==> src/fdt_pkg.sv <==
package fdt_pkg;

    localparam int OFFSET_BITS = 24;
    localparam int MAX_DEPTH   = 255;
    localparam int DEPTH_BITS  = $clog2(MAX_DEPTH + 1);
    localparam int WORDS_BITS  = OFFSET_BITS - 2;
    localparam int COUNT_BITS  = 16;
    localparam int CFG_IDX_BITS = 2;

    localparam logic [OFFSET_BITS-1:0] POS_MAX = {OFFSET_BITS{1'b1}};
    localparam logic [WORDS_BITS-1:0] WORDS_MAX = {WORDS_BITS{1'b1}};
    localparam logic [COUNT_BITS-1:0] COUNT_MAX = {COUNT_BITS{1'b1}};
    localparam logic [DEPTH_BITS-1:0] DEPTH_LIMIT = DEPTH_BITS'(MAX_DEPTH);

    localparam logic [31:0] TOK_BEGIN   = 32'h0000_0001;
    localparam logic [31:0] TOK_ENDNODE = 32'h0000_0002;
    localparam logic [31:0] TOK_PROP    = 32'h0000_0003;
    localparam logic [31:0] TOK_NOP     = 32'h0000_0004;
    localparam logic [31:0] TOK_END     = 32'h0000_0009;

    localparam logic [CFG_IDX_BITS-1:0] CFG_ITER_MODE    = 2'd0;
    localparam logic [CFG_IDX_BITS-1:0] CFG_START_OFFSET = 2'd1;
    localparam logic [CFG_IDX_BITS-1:0] CFG_STRUCT_END   = 2'd2;

    typedef enum logic [2:0] {
        PH_TOKEN   = 3'd0,
        PH_NAME    = 3'd1,
        PH_LEN     = 3'd2,
        PH_NAMEOFF = 3'd3,
        PH_PAYLOAD = 3'd4
    } phase_t;

    typedef enum logic [1:0] {
        ST_IDLE = 2'd0,
        ST_WALK = 2'd1,
        ST_DONE = 2'd2
    } stage_t;

    typedef enum logic [2:0] {
        EV_FOUND     = 3'd0,
        EV_NOMORE    = 3'd1,
        EV_BADSTRUCT = 3'd2,
        EV_UNKNOWN   = 3'd3,
        EV_BADSTART  = 3'd4
    } event_t;

    typedef struct packed {
        logic   valid;
        event_t code;
    } evt_t;

    function automatic logic has_nul(input logic [31:0] w);
        return (w[31:24] == 8'h00) || (w[23:16] == 8'h00) ||
               (w[15:8] == 8'h00) || (w[7:0] == 8'h00);
    endfunction

endpackage

==> src/fdt_structure_iterator.sv <==
// Walks a flattened devicetree structure block one 32-bit big-endian word per
// transaction, starting at the target node's BEGIN_NODE token (s_first = 1).
// With iter_mode 0 it reports each property of the target node, with
// iter_mode 1 each direct child node, and it closes the walk with a
// "no more entries" or an error result; words that arrive after the walk has
// ended are consumed silently. The whole token and phase update sits between
// the input handshake and the result register, so a word can be accepted in
// every cycle while the result register is empty or its result is taken in
// the same cycle. A result that waits on m_ready holds off the input until
// it is taken.
// Configuration may be written only while no result is pending.
module fdt_structure_iterator
    import fdt_pkg::*;
(
    input  logic                    aclk,
    input  logic                    aresetn,
    input  logic                    cfg_we,
    input  logic [CFG_IDX_BITS-1:0] cfg_index,
    input  logic [OFFSET_BITS-1:0]  cfg_data,
    input  logic                    s_valid,
    output logic                    s_ready,
    input  logic [31:0]             s_word,
    input  logic                    s_first,
    output logic                    m_valid,
    input  logic                    m_ready,
    output logic [2:0]              m_event_res,
    output logic [OFFSET_BITS-1:0]  m_found_offset,
    output logic [COUNT_BITS-1:0]   m_found_index
);

    logic                   iter_mode_reg;
    logic [OFFSET_BITS-1:0] start_offset_reg;
    logic [OFFSET_BITS-1:0] struct_end_reg;

    logic [OFFSET_BITS-1:0] pos_reg, pos_next, pos_eff;
    phase_t                 phase_reg, phase_next, phase_eff;
    logic [WORDS_BITS-1:0]  pwl_reg, pwl_next, pwl_eff;
    logic [DEPTH_BITS-1:0]  depth_reg, depth_next, depth_eff;
    stage_t                 stage_reg, stage_next, stage_eff;
    logic [COUNT_BITS-1:0]  cnt_reg, cnt_next, cnt_eff;

    logic                   m_valid_reg;
    event_t                 event_reg;
    logic [OFFSET_BITS-1:0] offset_reg;
    logic [COUNT_BITS-1:0]  index_reg;

    logic                   in_fire;
    logic                   bad_start;
    logic                   active;
    logic                   overrun;
    logic [32:0]            len_words;
    logic [WORDS_BITS-1:0]  pwl_dec;
    evt_t                   evt;

    assign in_fire = s_valid && s_ready;
    assign s_ready = !m_valid_reg || m_ready;

    always_ff @(posedge aclk) begin
        if (!aresetn) begin
            iter_mode_reg    <= 1'b0;
            start_offset_reg <= '0;
            struct_end_reg   <= POS_MAX;
        end else if (cfg_we) begin
            case (cfg_index)
                CFG_ITER_MODE:    iter_mode_reg    <= cfg_data[0];
                CFG_START_OFFSET: start_offset_reg <= cfg_data;
                CFG_STRUCT_END:   struct_end_reg   <= cfg_data;
                default: ;
            endcase
        end
    end

    // A first word restarts the walk before it is decoded.
    always_comb begin
        if (s_first) begin
            pos_eff   = start_offset_reg;
            phase_eff = PH_TOKEN;
            pwl_eff   = '0;
            depth_eff = '0;
            stage_eff = ST_WALK;
            cnt_eff   = '0;
        end else begin
            pos_eff   = pos_reg;
            phase_eff = phase_reg;
            pwl_eff   = pwl_reg;
            depth_eff = depth_reg;
            stage_eff = stage_reg;
            cnt_eff   = cnt_reg;
        end
    end

    assign bad_start = s_first && (s_word != TOK_BEGIN);
    assign active    = (stage_eff == ST_WALK) && !bad_start;
    assign overrun   = pos_eff >= struct_end_reg;
    assign len_words = ({1'b0, s_word} + 33'd3) >> 2;
    assign pwl_dec   = (pwl_eff != '0) ? pwl_eff - 1'b1 : pwl_eff;

    always_comb begin
        evt.valid = 1'b0;
        evt.code  = EV_FOUND;
        if (bad_start) begin
            evt.valid = 1'b1;
            evt.code  = EV_BADSTART;
        end else if (active && phase_eff == PH_TOKEN) begin
            if (overrun) begin
                evt.valid = 1'b1;
                evt.code  = EV_BADSTRUCT;
            end else begin
                case (s_word)
                    TOK_BEGIN: begin
                        if (depth_eff == DEPTH_BITS'(1)) begin
                            evt.valid = 1'b1;
                            evt.code  = iter_mode_reg ? EV_FOUND : EV_NOMORE;
                        end else if (depth_eff >= DEPTH_LIMIT) begin
                            evt.valid = 1'b1;
                            evt.code  = EV_BADSTRUCT;
                        end
                    end
                    TOK_PROP: begin
                        if (depth_eff == DEPTH_BITS'(1)) begin
                            if (!iter_mode_reg) begin
                                evt.valid = 1'b1;
                                evt.code  = EV_FOUND;
                            end else if (cnt_eff != '0) begin
                                evt.valid = 1'b1;
                                evt.code  = EV_BADSTRUCT;
                            end
                        end
                    end
                    TOK_ENDNODE: begin
                        if (depth_eff <= DEPTH_BITS'(1)) begin
                            evt.valid = 1'b1;
                            evt.code  = EV_NOMORE;
                        end
                    end
                    TOK_NOP: ;
                    TOK_END: begin
                        evt.valid = 1'b1;
                        evt.code  = EV_BADSTRUCT;
                    end
                    default: begin
                        evt.valid = 1'b1;
                        evt.code  = EV_UNKNOWN;
                    end
                endcase
            end
        end
    end

    always_comb begin
        pos_next   = pos_eff;
        phase_next = phase_eff;
        pwl_next   = pwl_eff;
        depth_next = depth_eff;
        stage_next = stage_eff;
        cnt_next   = cnt_eff;
        if (active) begin
            case (phase_eff)
                PH_NAME: begin
                    if (has_nul(s_word)) begin
                        phase_next = PH_TOKEN;
                    end
                end
                PH_LEN: begin
                    pwl_next   = (len_words > 33'(WORDS_MAX)) ? WORDS_MAX
                                                               : len_words[WORDS_BITS-1:0];
                    phase_next = PH_NAMEOFF;
                end
                PH_NAMEOFF: begin
                    phase_next = (pwl_eff == '0) ? PH_TOKEN : PH_PAYLOAD;
                end
                PH_PAYLOAD: begin
                    pwl_next = pwl_dec;
                    if (pwl_dec == '0) begin
                        phase_next = PH_TOKEN;
                    end
                end
                default: begin
                    phase_next = PH_TOKEN;
                    if (!overrun) begin
                        case (s_word)
                            TOK_BEGIN: begin
                                phase_next = PH_NAME;
                                if (depth_eff == DEPTH_BITS'(1)) begin
                                    if (iter_mode_reg) begin
                                        depth_next = depth_eff + 1'b1;
                                    end
                                end else if (depth_eff < DEPTH_LIMIT) begin
                                    depth_next = depth_eff + 1'b1;
                                end
                            end
                            TOK_PROP: phase_next = PH_LEN;
                            TOK_ENDNODE: begin
                                if (depth_eff > DEPTH_BITS'(1)) begin
                                    depth_next = depth_eff - 1'b1;
                                end
                            end
                            default: ;
                        endcase
                    end
                end
            endcase
            pos_next = (pos_eff > POS_MAX - OFFSET_BITS'(4)) ? POS_MAX
                                                             : pos_eff + OFFSET_BITS'(4);
        end
        if (evt.valid) begin
            if (evt.code == EV_FOUND) begin
                if (cnt_eff != COUNT_MAX) begin
                    cnt_next = cnt_eff + 1'b1;
                end
            end else begin
                stage_next = ST_DONE;
            end
        end
    end

    always_ff @(posedge aclk) begin
        if (!aresetn) begin
            pos_reg   <= '0;
            phase_reg <= PH_TOKEN;
            pwl_reg   <= '0;
            depth_reg <= '0;
            stage_reg <= ST_IDLE;
            cnt_reg   <= '0;
        end else if (in_fire) begin
            pos_reg   <= pos_next;
            phase_reg <= phase_next;
            pwl_reg   <= pwl_next;
            depth_reg <= depth_next;
            stage_reg <= stage_next;
            cnt_reg   <= cnt_next;
        end
    end

    always_ff @(posedge aclk) begin
        if (!aresetn) begin
            m_valid_reg <= 1'b0;
        end else if (in_fire && evt.valid) begin
            m_valid_reg <= 1'b1;
        end else if (m_ready) begin
            m_valid_reg <= 1'b0;
        end
    end

    always_ff @(posedge aclk) begin
        if (in_fire && evt.valid) begin
            event_reg  <= evt.code;
            offset_reg <= (evt.code == EV_FOUND) ? pos_eff : '0;
            index_reg  <= cnt_next;
        end
    end

    assign m_valid        = m_valid_reg;
    assign m_event_res    = event_reg;
    assign m_found_offset = offset_reg;
    assign m_found_index  = index_reg;

    a_bad_start: assert property (@(posedge aclk) disable iff (!aresetn)
        in_fire && s_first && (s_word != TOK_BEGIN) |=>
            m_valid && (m_event_res == EV_BADSTART) && (stage_reg == ST_DONE))
        else $error("bad start did not end the walk with its result");

    a_depth_limit: assert property (@(posedge aclk) disable iff (!aresetn)
        depth_reg <= DEPTH_LIMIT)
        else $error("nesting depth beyond its limit");

    a_payload_count: assert property (@(posedge aclk) disable iff (!aresetn)
        (phase_reg == PH_PAYLOAD) |-> (pwl_reg != '0))
        else $error("payload phase with no payload words left");

    a_offset_zero: assert property (@(posedge aclk) disable iff (!aresetn)
        m_valid && (m_event_res != EV_FOUND) |-> (m_found_offset == '0))
        else $error("offset reported on a result that is not a find");

endmodule
==> config.mk <==
export PLATFORM = sky130hd
export DESIGN_NAME = fdt_structure_iterator
export DESIGN_NICKNAME = d
export VERILOG_FILES = /design/src/fdt_pkg.sv /design/src/fdt_structure_iterator.sv
export SDC_FILE = /design/constraint.sdc
export NUM_CORES = 1
export LEC_CHECK = 0
export ABC_CLOCK_PERIOD_IN_PS = 8000
export BUFFER_PORTS_ARGS = -buffer_cell sky130_fd_sc_hd__buf_2
export CORE_UTILIZATION = 60
export DETAILED_ROUTE_END_ITERATION = 10
export PLACE_DENSITY = 0.88
export SLEW_MARGIN = 20
export SYNTH_ARGS = -nofsm -noshare
export SYNTH_HDL_FRONTEND = slang
export SYNTH_SLANG_ARGS = --single-unit
==> constraint.sdc <==
create_clock -name aclk -period 8 [get_ports aclk]
set_input_delay 1.6 -clock aclk [delete_from_list [all_inputs] [get_ports aclk]]
set_output_delay 1.6 -clock aclk [all_outputs]
set_load 0.02 [all_outputs]
==> results.cfg <==
[power]
ir_drop_mv = 0.168
power.density_mw_per_mm2 = 166
leakage_nw = 4.76

[synthesis]
ys_ff_latch = 168
synthAdderAreaFrac_pct = 3.81
mappedNetlistNets = 1461
ys_top_cells_by_count = 181 x nand2_1, 125 x dfxtp_1, 122 x a21oi_1, 104 x nor2_1, 81 x o21ai_0
synth_edf_count = 43
synthMuxAreaShare_pct = 3.00
yosysTopAreaCellShare_pct = 23.1
synth-compound-area-share_pct = 23.0
netlist_area_mm2 = 0.0108
synth.avg_cell_area_um2 = 7.94
synth_top_area_cell = dfxtp_1
synth_xor_area_share_pct = 4.93
synth_ff_type = dfxtp_1
yosys.area_share.simple_pct = 24.9
synth_cells = 1364
ys_top_cells_by_area = dfxtp_1 23%, edfxtp_1 12%, nand2_1 6.3%
synth_top_family_by_area = simple AND/OR/NAND/NOR gates
yosysWarnings = 0
ys_types = 85
synth-seq-area-share_pct = 35.0
yosys.cell_count.top_type = nand2_1
synthArstFlopShare_pct = 0

[worst_setup_path]
cp_max_fo = 73
reg2reg_depth = 11
cp.arrival_ps = 5980
start_kind = input pin
path_class = input pin to flip-flop
rr_endpoint = m_found_offset[4]$_SDFFCE_PP0P_
required_ps = 8230
cp-end-kind = flip-flop
reg2reg_slack_ps = 4000
r2r_start = start_offset_reg[13]$_SDFFE_PN0P_

[cts]
post_cts_buffers = 0
ctsHoldBuffers = 0
cts_tree = built
cts_buffer_depth = 2
htree_levels = 4
cts_buffers = 17
clk_latency_ps = 430
ctsResizeCount = 0
clk_pin_slew_ps = 70
cts_root_buffer = clkbuf_16
cts_sinks = 168

[placed_design]
place.gp.congestion = 1.02
pre_cts_ws_ps = 1830
dp_hpwl_um = 22700
placed_area_mm2 = 0.0114
numPlacedInstances = 1625
port_buffers = 108

[min_path]
hp-class = flip-flop to flip-flop
hold_start = pos_reg[3]$_SDFFE_PN0P_
min_path_cells = 1
holdPathEnd = pos_reg[3]$_SDFFE_PN0P_

[timing]
post-route-period-util_pct = 71.9
worstMarginPinSlew_ps = 1090
setup_viol = 0
min_period_ps = 5750
rsz0062_at_grt = no
tns_ps = 0
hold_violations = 0
final_max_slew_viol_count = 0
worst_clock_skew_ps = 9.82
slew_headroom_pct = 26.8
worst_slack_ps = 2250
max_freq_mhz = 174

[die]
initial_utilization_pct = 62.0
die_w_um = 136
io_pins = 109
design.die.area_mm2 = 0.0186
placementRows = 48
core_area_mm2 = 0.0175
chipHeight_um = 136

[routing]
vias_per_cell = 6.63
routedWlPerCell_um = 19.7
highest_layer = met4
wl_met3_um = 3240
route.detailed.drc = 0
drt.antenna.violating_nets = 0
dr_total_vias = 11000
wl_met1_um = 13300
wl_um = 32700
wl_met2_um = 15100
drtIter0Drc = 1214
firstDrtPassIters = 6

[job]
maxCapViolations = 0

[global_routing]
grt_max_degree = 74
grt-ovfl-total = 0
grt_pass1_vias = 10100
antenna_found_initial = 0
gr-usage-all-layers_pct = 35.5
grt_pass1_wl_um = 51600

[finish]
antenna_cells = 0
nFillCells = 1455
instances_no_fill = 1657
stdcell_area_mm2 = 0.0120
layout-drive-gt1-share_pct = 12.9
nets = 1516
area_growth_pct = 10.5

[status]
status = complete, no violations
==> per-layer routing <==
layer  global-route usage, %  vias up
li1                        -     5094
met5                       0        -
met1                    45.5     5157
met2                    57.3      639
met3                    8.17       89
met4                    14.5        0
==> critical path, cell delays in order <==
cell	delay (ps)
buf_4	690
mux2i_1	500
inv_1	110
ha_1	330
a211oi_1	230
o211ai_1	130
o221ai_1	310
nand3_1	340
nor3b_1	330
a21o_1	340
nand2_1	610
nor2_1	380
==> metrics by stage <==
stage | power, mW | hold WS [ps] | util, %
2_1_floorplan | 1.11 | 424 | -
3_3_place_gp | 1.20 | 434 | 65.3
3_5_place_dp | 1.21 | 444 | 65.3
4_1_cts | 1.99 | 460 | 68.5
5_1_grt | 2.06 | 479 | 68.5
6_report | 1.99 | 458 | 68.5
==> report_power, final <==
part / switching [mW] / internal, mW
Sequential: 0.0173 / 0.906
Combinational: 0.188 / 0.0878
Clock: 0.357 / 0.433
==> cell usage in the layout (no fill, tap or decap), drive strengths merged, types with 41 or more instances in the layout <==
| cell type | count |
|---|---|
| nor2 | 104 |
| inv | 67 |
| edfxtp | 43 |
| xnor2 | 46 |
| nand2 | 181 |
| buf | 122 |
| nand3 | 51 |
| nor3 | 41 |
| o21ai | 90 |
| dfxtp | 125 |
| a21oi | 122 |
==> cell families (layout without fill, tap and decap cells) <==
family,Yosys count,count (layout)
buffers and inverters,149,217
AO/OA/AOI/OAI,388,388
multiplexers,32,32
adder cells (fa/ha/maj),33,33
AND/OR/NAND/NOR,533,533
XOR/XNOR,61,61
flip-flops,168,168
==> worst max-delay path by stage <==
stage	depth (start not counted)	endpoint	start
after floorplan	16	m_event_res[0]$_DFFE_PP_	s_first
after detailed placement	12	m_found_offset[10]$_SDFFCE_PP0P_	s_first
after global placement	12	m_found_offset[10]$_SDFFCE_PP0P_	s_first
after CTS	12	m_found_offset[7]$_SDFFCE_PP0P_	s_first
final	12	m_found_offset[4]$_SDFFCE_PP0P_	s_first
after global routing	12	stage_reg[0]$_SDFFE_PN0P_	s_first
==> final cells by class <==
class                      instances  area (um2)  share of cell area (%)
multi-input combinational       1047        6460                    54.0
sequential                       168        3790                    31.7
timing repair buffer             122         648                    5.41
clock buffer                      20         437                    3.65
tap                              225         282                    2.35
inverter                          63         236                    1.98
clock inverter                    12         115                   0.962
No activity file was read; power rests on OpenSTA's default activity.
